$ cat config.mk
export PLATFORM = sky130hd
export DESIGN_NAME = depth_order_exchange_sorter
export DESIGN_NICKNAME = d
export VERILOG_FILES = /design/src/hdl/dos_pkg.sv /design/src/hdl/dos_store.sv /design/src/hdl/dos_cmp.sv /design/src/hdl/depth_order_exchange_sorter.sv
export SDC_FILE = /design/constraint.sdc
export NUM_CORES = 2
export LEC_CHECK = 0
export ABC_AREA = 1
export BUFFER_PORTS_ARGS = -buffer_cell sky130_fd_sc_hd__clkbuf_2
export CAP_MARGIN = 25
export CORE_MARGIN = 5
export CORE_UTILIZATION = 28
export CTS_CLUSTER_DIAMETER = 100
export CTS_CLUSTER_SIZE = 20
export DETAILED_ROUTE_END_ITERATION = 16
export PLACE_DENSITY_LB_ADDON = 0.15
export REMOVE_ABC_BUFFERS = 1
export SLEW_MARGIN = 20
export SYNTH_ARGS = -nofsm -noshare
export SYNTH_HDL_FRONTEND = slang
export SYNTH_HIERARCHICAL = 1
export SYNTH_SLANG_ARGS = --single-unit
$ cat constraint.sdc
create_clock -name clk -period 9.2 [get_ports clk]
set_clock_uncertainty 0.05 [all_clocks]
set_input_delay 0.92 -clock clk [delete_from_list [all_inputs] [get_ports clk]]
set_output_delay 0.92 -clock clk [all_outputs]
set_load 0.005 [all_outputs]
$ cat src/hdl/dos_pkg.sv
package dos_pkg;

  localparam int MAX_ITEMS = 64;
  localparam int IDX_W     = $clog2(MAX_ITEMS);
  localparam int CNT_W     = $clog2(MAX_ITEMS + 1);

  typedef logic [IDX_W-1:0] idx_t;
  typedef logic [CNT_W-1:0] cnt_t;

  typedef struct packed {
    logic [15:0]        item_handle;
    logic signed [31:0] depth_key;
    logic               has_key;
    logic               last;
  } in_item_t;

  typedef struct packed {
    logic [15:0]        out_handle;
    logic signed [31:0] out_key;
    logic               out_has_key;
    logic               out_last;
  } out_item_t;

  // One stored entry: handle, key and key-present flag, 49 bits.
  typedef struct packed {
    logic [15:0]        handle;
    logic signed [31:0] key;
    logic               keyed;
  } entry_t;

endpackage

$ cat src/hdl/dos_store.sv
module dos_store (
  input  logic            clk,
  input  logic            we,
  input  dos_pkg::idx_t   waddr,
  input  dos_pkg::entry_t wdata,
  input  dos_pkg::idx_t   raddr,
  output dos_pkg::entry_t rdata
);
  import dos_pkg::*;

  entry_t mem [MAX_ITEMS];

  always_ff @(posedge clk) begin
    if (we) begin
      mem[waddr] <= wdata;
    end
  end

  always_ff @(posedge clk) begin
    rdata <= mem[raddr];
  end

endmodule

$ cat src/hdl/dos_cmp.sv
module dos_cmp (
  input  dos_pkg::entry_t a,
  input  dos_pkg::entry_t b,
  output logic            less
);
  import dos_pkg::*;

  // Entries without a key never take part in a comparison.
  assign less = a.keyed && b.keyed && (a.key < b.key);

endmodule

$ cat src/hdl/depth_order_exchange_sorter.sv
// Collects up to MAX_ITEMS entries, one per accepted item, each written to a single-port-write
// entry memory. The item marked last closes the set (an item arriving while the store is full
// is dropped, though its last mark still counts) and starts an in-place exchange sort of the
// n stored entries: for each outer position x the entry is held in a register and one shared
// signed comparator walks the inner position y over all n entries, one per cycle, swapping
// through the memory's write port. Unkeyed positions are skipped and stay put. The sort time
// is set by the single comparator and memory port. Results then leave in position order,
// each read, registered and held until taken before the next is read, the final one marked
// with out_last; no item is taken from the end of the set until the last result has been
// delivered.
module depth_order_exchange_sorter (
  input  logic                clk,
  input  logic                rst,
  input  logic                item_valid,
  output logic                item_ready,
  input  dos_pkg::in_item_t   item,
  output logic                result_valid,
  input  logic                result_ready,
  output dos_pkg::out_item_t  result
);
  import dos_pkg::*;

  typedef enum logic [7:0] {
    S_LOAD  = 8'b0000_0001,
    S_XRD   = 8'b0000_0010,
    S_XLD   = 8'b0000_0100,
    S_INNER = 8'b0000_1000,
    S_XWB   = 8'b0001_0000,
    S_ERD   = 8'b0010_0000,
    S_ELD   = 8'b0100_0000,
    S_EOUT  = 8'b1000_0000
  } state_t;

  state_t state;
  cnt_t   count;
  cnt_t   count_m1;
  idx_t   last_idx;
  idx_t   x;
  idx_t   y;
  entry_t cur;

  logic   we;
  idx_t   waddr;
  entry_t wdata;
  idx_t   raddr;
  entry_t rdata;
  logic   less;
  logic   swap;
  logic   x_last;
  logic   y_last;
  logic   has_room;

  dos_store u_store (
    .clk   (clk),
    .we    (we),
    .waddr (waddr),
    .wdata (wdata),
    .raddr (raddr),
    .rdata (rdata)
  );

  dos_cmp u_cmp (
    .a    (cur),
    .b    (rdata),
    .less (less)
  );

  assign item_ready = (state == S_LOAD);
  assign has_room   = (count < cnt_t'(MAX_ITEMS));
  assign count_m1   = count - 1'b1;
  assign last_idx   = count_m1[IDX_W-1:0];
  assign x_last     = (x == last_idx);
  assign y_last     = (y == last_idx);
  // The memory copy of position x is stale while x is held in cur, and an entry never swaps
  // with itself, so the inner step at y equal to x is skipped.
  assign swap       = less && (y != x);

  always_comb begin
    we    = 1'b0;
    waddr = x;
    wdata = cur;
    raddr = x;
    unique case (state)
      S_LOAD: begin
        we    = item_valid && has_room;
        waddr = count[IDX_W-1:0];
        wdata = '{handle: item.item_handle, key: item.depth_key, keyed: item.has_key};
      end
      S_XLD: begin
        raddr = '0;
      end
      S_INNER: begin
        we    = swap;
        waddr = y;
        raddr = y + 1'b1;
      end
      S_XWB: begin
        we = 1'b1;
      end
      default: ;
    endcase
  end

  always_ff @(posedge clk) begin
    if (rst) begin
      state        <= S_LOAD;
      count        <= '0;
      result_valid <= 1'b0;
    end else begin
      unique case (state)
        S_LOAD: begin
          if (item_valid) begin
            if (has_room) begin
              count <= count + 1'b1;
            end
            if (item.last) begin
              x     <= '0;
              state <= S_XRD;
            end
          end
        end
        S_XRD: begin
          state <= S_XLD;
        end
        S_XLD: begin
          cur <= rdata;
          if (rdata.keyed) begin
            y     <= '0;
            state <= S_INNER;
          end else if (x_last) begin
            x     <= '0;
            state <= S_ERD;
          end else begin
            x     <= x + 1'b1;
            state <= S_XRD;
          end
        end
        S_INNER: begin
          if (swap) begin
            cur <= rdata;
          end
          if (y_last) begin
            state <= S_XWB;
          end else begin
            y <= y + 1'b1;
          end
        end
        S_XWB: begin
          if (x_last) begin
            x     <= '0;
            state <= S_ERD;
          end else begin
            x     <= x + 1'b1;
            state <= S_XRD;
          end
        end
        S_ERD: begin
          state <= S_ELD;
        end
        S_ELD: begin
          result       <= '{out_handle: rdata.handle, out_key: rdata.key,
                            out_has_key: rdata.keyed, out_last: x_last};
          result_valid <= 1'b1;
          state        <= S_EOUT;
        end
        S_EOUT: begin
          if (result_ready) begin
            result_valid <= 1'b0;
            if (x_last) begin
              count <= '0;
              state <= S_LOAD;
            end else begin
              x     <= x + 1'b1;
              state <= S_ERD;
            end
          end
        end
        default: begin
          state <= S_LOAD;
        end
      endcase
    end
  end

`ifndef SYNTHESIS
  a_no_load_while_emitting: assert property (@(posedge clk) disable iff (rst)
    item_ready |-> !result_valid)
    else $error("item taken while a result is pending");

  a_count_bounded: assert property (@(posedge clk) disable iff (rst)
    count <= cnt_t'(MAX_ITEMS))
    else $error("entry count beyond store depth");

  a_count_cleared: assert property (@(posedge clk) disable iff (rst)
    (result_valid && result_ready && result.out_last) |=> (count == '0) && item_ready)
    else $error("set not closed after final result");

  a_index_in_set: assert property (@(posedge clk) disable iff (rst)
    (state != S_LOAD) |-> (count != '0) && (x <= last_idx))
    else $error("position outside stored set");
`endif

endmodule
==> results by stage <==
Status:
- The flow ran to the end, and the final reports show no timing, DRC or antenna violations.

Floorplan:
- The core region area is 473900 sq um.
- The count of boundary I/O pins is 106.
- The floorplan step set the die height to 698.8 um.
- The floorplan step defined a die boundary enclosing 488400 sq um.
- The die width is 698.8 um.
- The standard-cell row count is 253.
- The initial utilization of the core area, before any placement, comes to 0.2804.

Clock tree:
- The number of hold buffers added after CTS is 0.
- The insertion delay of the later-clocked pin in the worst-skew pair is 0.97 ns.
- The number of gates given a new drive strength after cts is 0.
- The clock tree from TritonCTS is done.
- In this run, CTS created clock tree buffers numbering 192.
- The clock transition time at the flip-flop clock pins of the worst setup and hold paths is 0.08 ns.
- The clock passes through at most 4 buffers.
- After clock tree synthesis, the setup repair step added 0 buffers.
- The CTS H-tree depth is 4.
- The root buffer cell chosen for the clock tree is sky130_fd_sc_hd__clkbuf_16.
- For this design, the sink count on the clock tree is 3312.

Critical path:
- The type of destination of the critical path is a flop.
- The type of the worst setup path is flop to flop.
- The largest single stage delay on the critical path is between 0.7 and 0.8 ns.
- The startpoint of the most critical setup path is state[0].
- For the worst setup path, the data arrival time is approximately 6.8 ns.
- Traced cell by cell, the critical path runs through nor2_2, inv_2, nor4_4, nor2_1, inv_1, o22ai_4, inv_8, buf_4, buf_12, nand2_1, nand3_1, nand3_1, nand3_1, nand3_1, nand2_1, nand2_1, nand2_1.
- On the critical path, the stage with the largest delay is an instance of sky130_fd_sc_hd__nand3_1.
- Of all nets on the critical path, the largest fanout is 96.
- The data required time at the worst endpoint is 10.02 ns.
- The category of the worst setup path launch point is a flop.
- In this run the critical register-to-register path is launched from state[0].

Finish:
- The final layout net count is 11.02k.
- Leaving out filler cells and counting taps, the final layout contains roughly 17k.
- The share of layout cells above drive strength 1 is 0.06734.
- The most frequent standard cell in the layout excluding fill and tap cells is sky130_fd_sc_hd__nand2_1.
- In the layout the commonest cells are sky130_fd_sc_hd__nand2_1, sky130_fd_sc_hd__edfxtp_1, sky130_fd_sc_hd__nand3_1, sky130_fd_sc_hd__buf_4, sky130_fd_sc_hd__clkbuf_16.
- Relative to the synthesized area, the layout overhead comes to 10.90%.

Global routing:
- The total global routing overflow is 0.
- The layer flagged by global routing as most heavily used is met2.
- The via count of the first global-routing pass is about 82k.
- For this run, global-route usage on met3 was measured as 0.02048.
- In the global route stage, met1 resource usage came out at 0.2866.
- For this run, global-route usage on met2 was measured as 0.3137.
- The first-pass GRT wire length is 687.9 mm.
- In the global route stage, overall resource usage came out at 0.1957.
- The number of antenna violations at the first check in global routing was 40.
- Entering global routing, the biggest net connects between 150 and 200 pins.

Logic synthesis:
- For this run, the leading register cell type out of synthesis is sky130_fd_sc_hd__edfxtp_1.
- The number of synthesized register bits is 3312.
- For this run, asynchronously set or reset flops after synthesis account for 0.
- After synthesis the cells add up to 132900 sq um.
- The post-synthesis cell type count is 44.
- Yosys printed 6 warnings.
- Counting every instance in the synthesized netlist gives 11.04k.
- A synthesized cell averages 12.04 sq um.
- The share of the Yosys chip area taken by registers is 0.7437.
- Counting flops with a built-in enable in the synthesized netlist gives 3247.

STA:
- Once routing completed, OpenROAD measured the worst setup slack at 3.172 ns.
- The number of slew-limit violations in the final report is 0.
- The total negative slack is 0 ns.
- In this run the tightest slew margin relative to its limit is 0.2565.
- For the pin with the worst max-slew slack, the measured transition is around 1.1 ns.
- The number of hold violations in the final report is 0.
- The number of failing setup endpoints in the final timing report is 0.
- Static timing analysis puts the maximum clock frequency at 165.9 MHz.
- The smallest clock period supported by the final layout is computed as 6.028 ns.
- Across all hold checks on the routed design, the worst slack comes to 0.1720 ns.
- The final critical-path share of the clock period is 0.6552.
- Setup repair after global routing left no endpoint under its margin.

Drt:
- Wires add up to 496.2 mm.
- After detailed routing, the number of remaining DRC violations is 0.
- The violation count after the first detailed-route iteration is 9716.
- In the final routed layout, each cell accounts on average for between 20 and 30 um.
- The routed layout has 87.42k vias.
- Once detail routing completed, the nets flagged for antenna violations numbered 0.
- The iteration count of the initial detailed-routing pass is 6.
- The via density per instance is 5.041.

Placement:
- After legalization and detailed placement, the total HPWL measured 292.0 mm.
- The quantity of I/O buffers inserted on ports is 105.
- The placer congestion estimate is 0.8317.
- The minimum setup slack after placement is 2.888 ns.
- The number of placed cells counting well taps is 16.98k.

Power and ir drop:
- The share of total power dissipated in sequential elements is 0.461.
- The total power is 44.38 mW.
- In this run the power spent charging and discharging nets is 17.70 mW.
- Of the total power, the share spent switching nets is 0.3988.
- The share of total power dissipated in combinational logic is 0.331.
- The worst-case IR drop observed on VDD is between 0.0003 and 0.0004 V.
- The leakage power figure is a little over 50 nW.
- Dividing total power by cell area gives a power density of 301.2 nW/um^2.
- Internal power comes to 26.68 mW.
- Of the total power, the clock network draws 0.208.

Worst hold path:
- The path class of the tightest hold or removal check is input port to flop.
- The startpoint identified for the worst hold timing path is result_ready.

Flow run:
- The count of max-cap constraint violations is 0.
## power groups by stage
stage	combinational, mW	sequential [mW]	clock [mW]
floorplan	7.72	20.7	0
global placement	14.8	20.8	0
detailed placement	14.8	20.8	0
CTS	14.9	20.5	9.52
global route	15.6	20.5	10.0
finish	14.7	20.5	9.22
## worst max-delay path, delay by kind of cell (launching register included)
| family | cells | cell delay (ns) |
|---|---|---|
| simple gates | 11 | 2.82 |
| flops | 1 | 0.37 |
| compound gates | 1 | 0.36 |
| buf+inv | 5 | 2.01 |
## logic make-up (layout without fill, tap and decap cells)
logic type,Yosys count,count (layout),share of synthesized area
xor gates and xnor gates,12,12,0.0007911
AOI/OAI and AO/OA,59,59,0.002806
and+or+nand+nor,6807,6807,0.2217
other,0,18,0
DFF,3312,3312,0.7437
buffers and inverters,811,853,0.02771
adders and majority gates,35,35,0.003296
## sequential cells by signal (all words and copies together) (netlist names)
register       flops
y                  6
result            50
x                  6
state              8
result_valid       1
u_store/rdata     49
count              7
u_store/mem     3136
cur               49
## worst paths after layout
path                                     endpoint  slack [ns]  cells past startpoint
worst min register to register             cur[6]        0.42                      0
worst max register to register  u_store/rdata[20]        3.17                     17
worst max-delay path            u_store/rdata[20]        3.17                     17
worst min-delay path                 result_valid        0.17                      2
## metrics by stage
step	util	instance area, sq um
global placement	0.2978	141100
detailed placement	0.2988	141600
CTS	0.3106	147200
global route	0.3108	147300
floorplan	-	129600
finish	0.3109	147300
## layout make-up
class | count | area [sq um]
Clock buffer | 317 | 5295
Inverter | 105 | 444.2
Sequential cell | 3312 | 98800
Multi-Input combinational cell | 6913 | 30960
Fill cell | 47480 | 326500
Antenna cell | 18 | 45.04
Timing Repair Buffer | 411 | 3679
Clock inverter | 20 | 289.0
Tap cell | 6247 | 7816
## cells in the mapped netlist (2+ instances only)
master	count	area, sq um
sky130_fd_sc_hd__nand3b_1	2	15.01
sky130_fd_sc_hd__o21ai_0	7	35.03
sky130_fd_sc_hd__nor4_1	9	56.30
sky130_fd_sc_hd__nand4_1	14	87.58
sky130_fd_sc_hd__nor2_2	7	43.79
sky130_fd_sc_hd__buf_2	455	2277
sky130_fd_sc_hd__ha_1	35	437.9
sky130_fd_sc_hd__nand2_4	2	22.52
sky130_fd_sc_hd__a21oi_2	5	43.79
sky130_fd_sc_hd__a21oi_1	27	135.1
sky130_fd_sc_hd__inv_2	13	48.80
sky130_fd_sc_hd__dfxtp_1	65	1301
sky130_fd_sc_hd__nor2_1	102	382.9
sky130_fd_sc_hd__nor3_1	7	35.03
sky130_fd_sc_hd__nand2_2	6	37.54
sky130_fd_sc_hd__xnor2_1	4	35.03
sky130_fd_sc_hd__nand3_1	2948	14750
sky130_fd_sc_hd__xor2_1	8	70.07
sky130_fd_sc_hd__a211oi_1	2	15.01
sky130_fd_sc_hd__o221ai_1	5	43.79
sky130_fd_sc_hd__clkbuf_1	133	499.2
sky130_fd_sc_hd__nor3_2	2	20.02
sky130_fd_sc_hd__nand2_1	3700	13890
sky130_fd_sc_hd__o22ai_1	5	31.28
sky130_fd_sc_hd__inv_1	91	341.6
sky130_fd_sc_hd__edfxtp_1	3247	97500
sky130_fd_sc_hd__buf_1	101	379.1
sky130_fd_sc_hd__buf_4	16	120.1
sky130_fd_sc_hd__nor2_4	3	33.78
## metal layers
metal / part of all wire / wire length (um)
met1: 0.45 / 224600
met2: 0.47 / 231300
met3: 0.059 / 29480
met4: 0.022 / 10860
met5: 0.000046 / 23
Power figures use the tool's default switching activity.
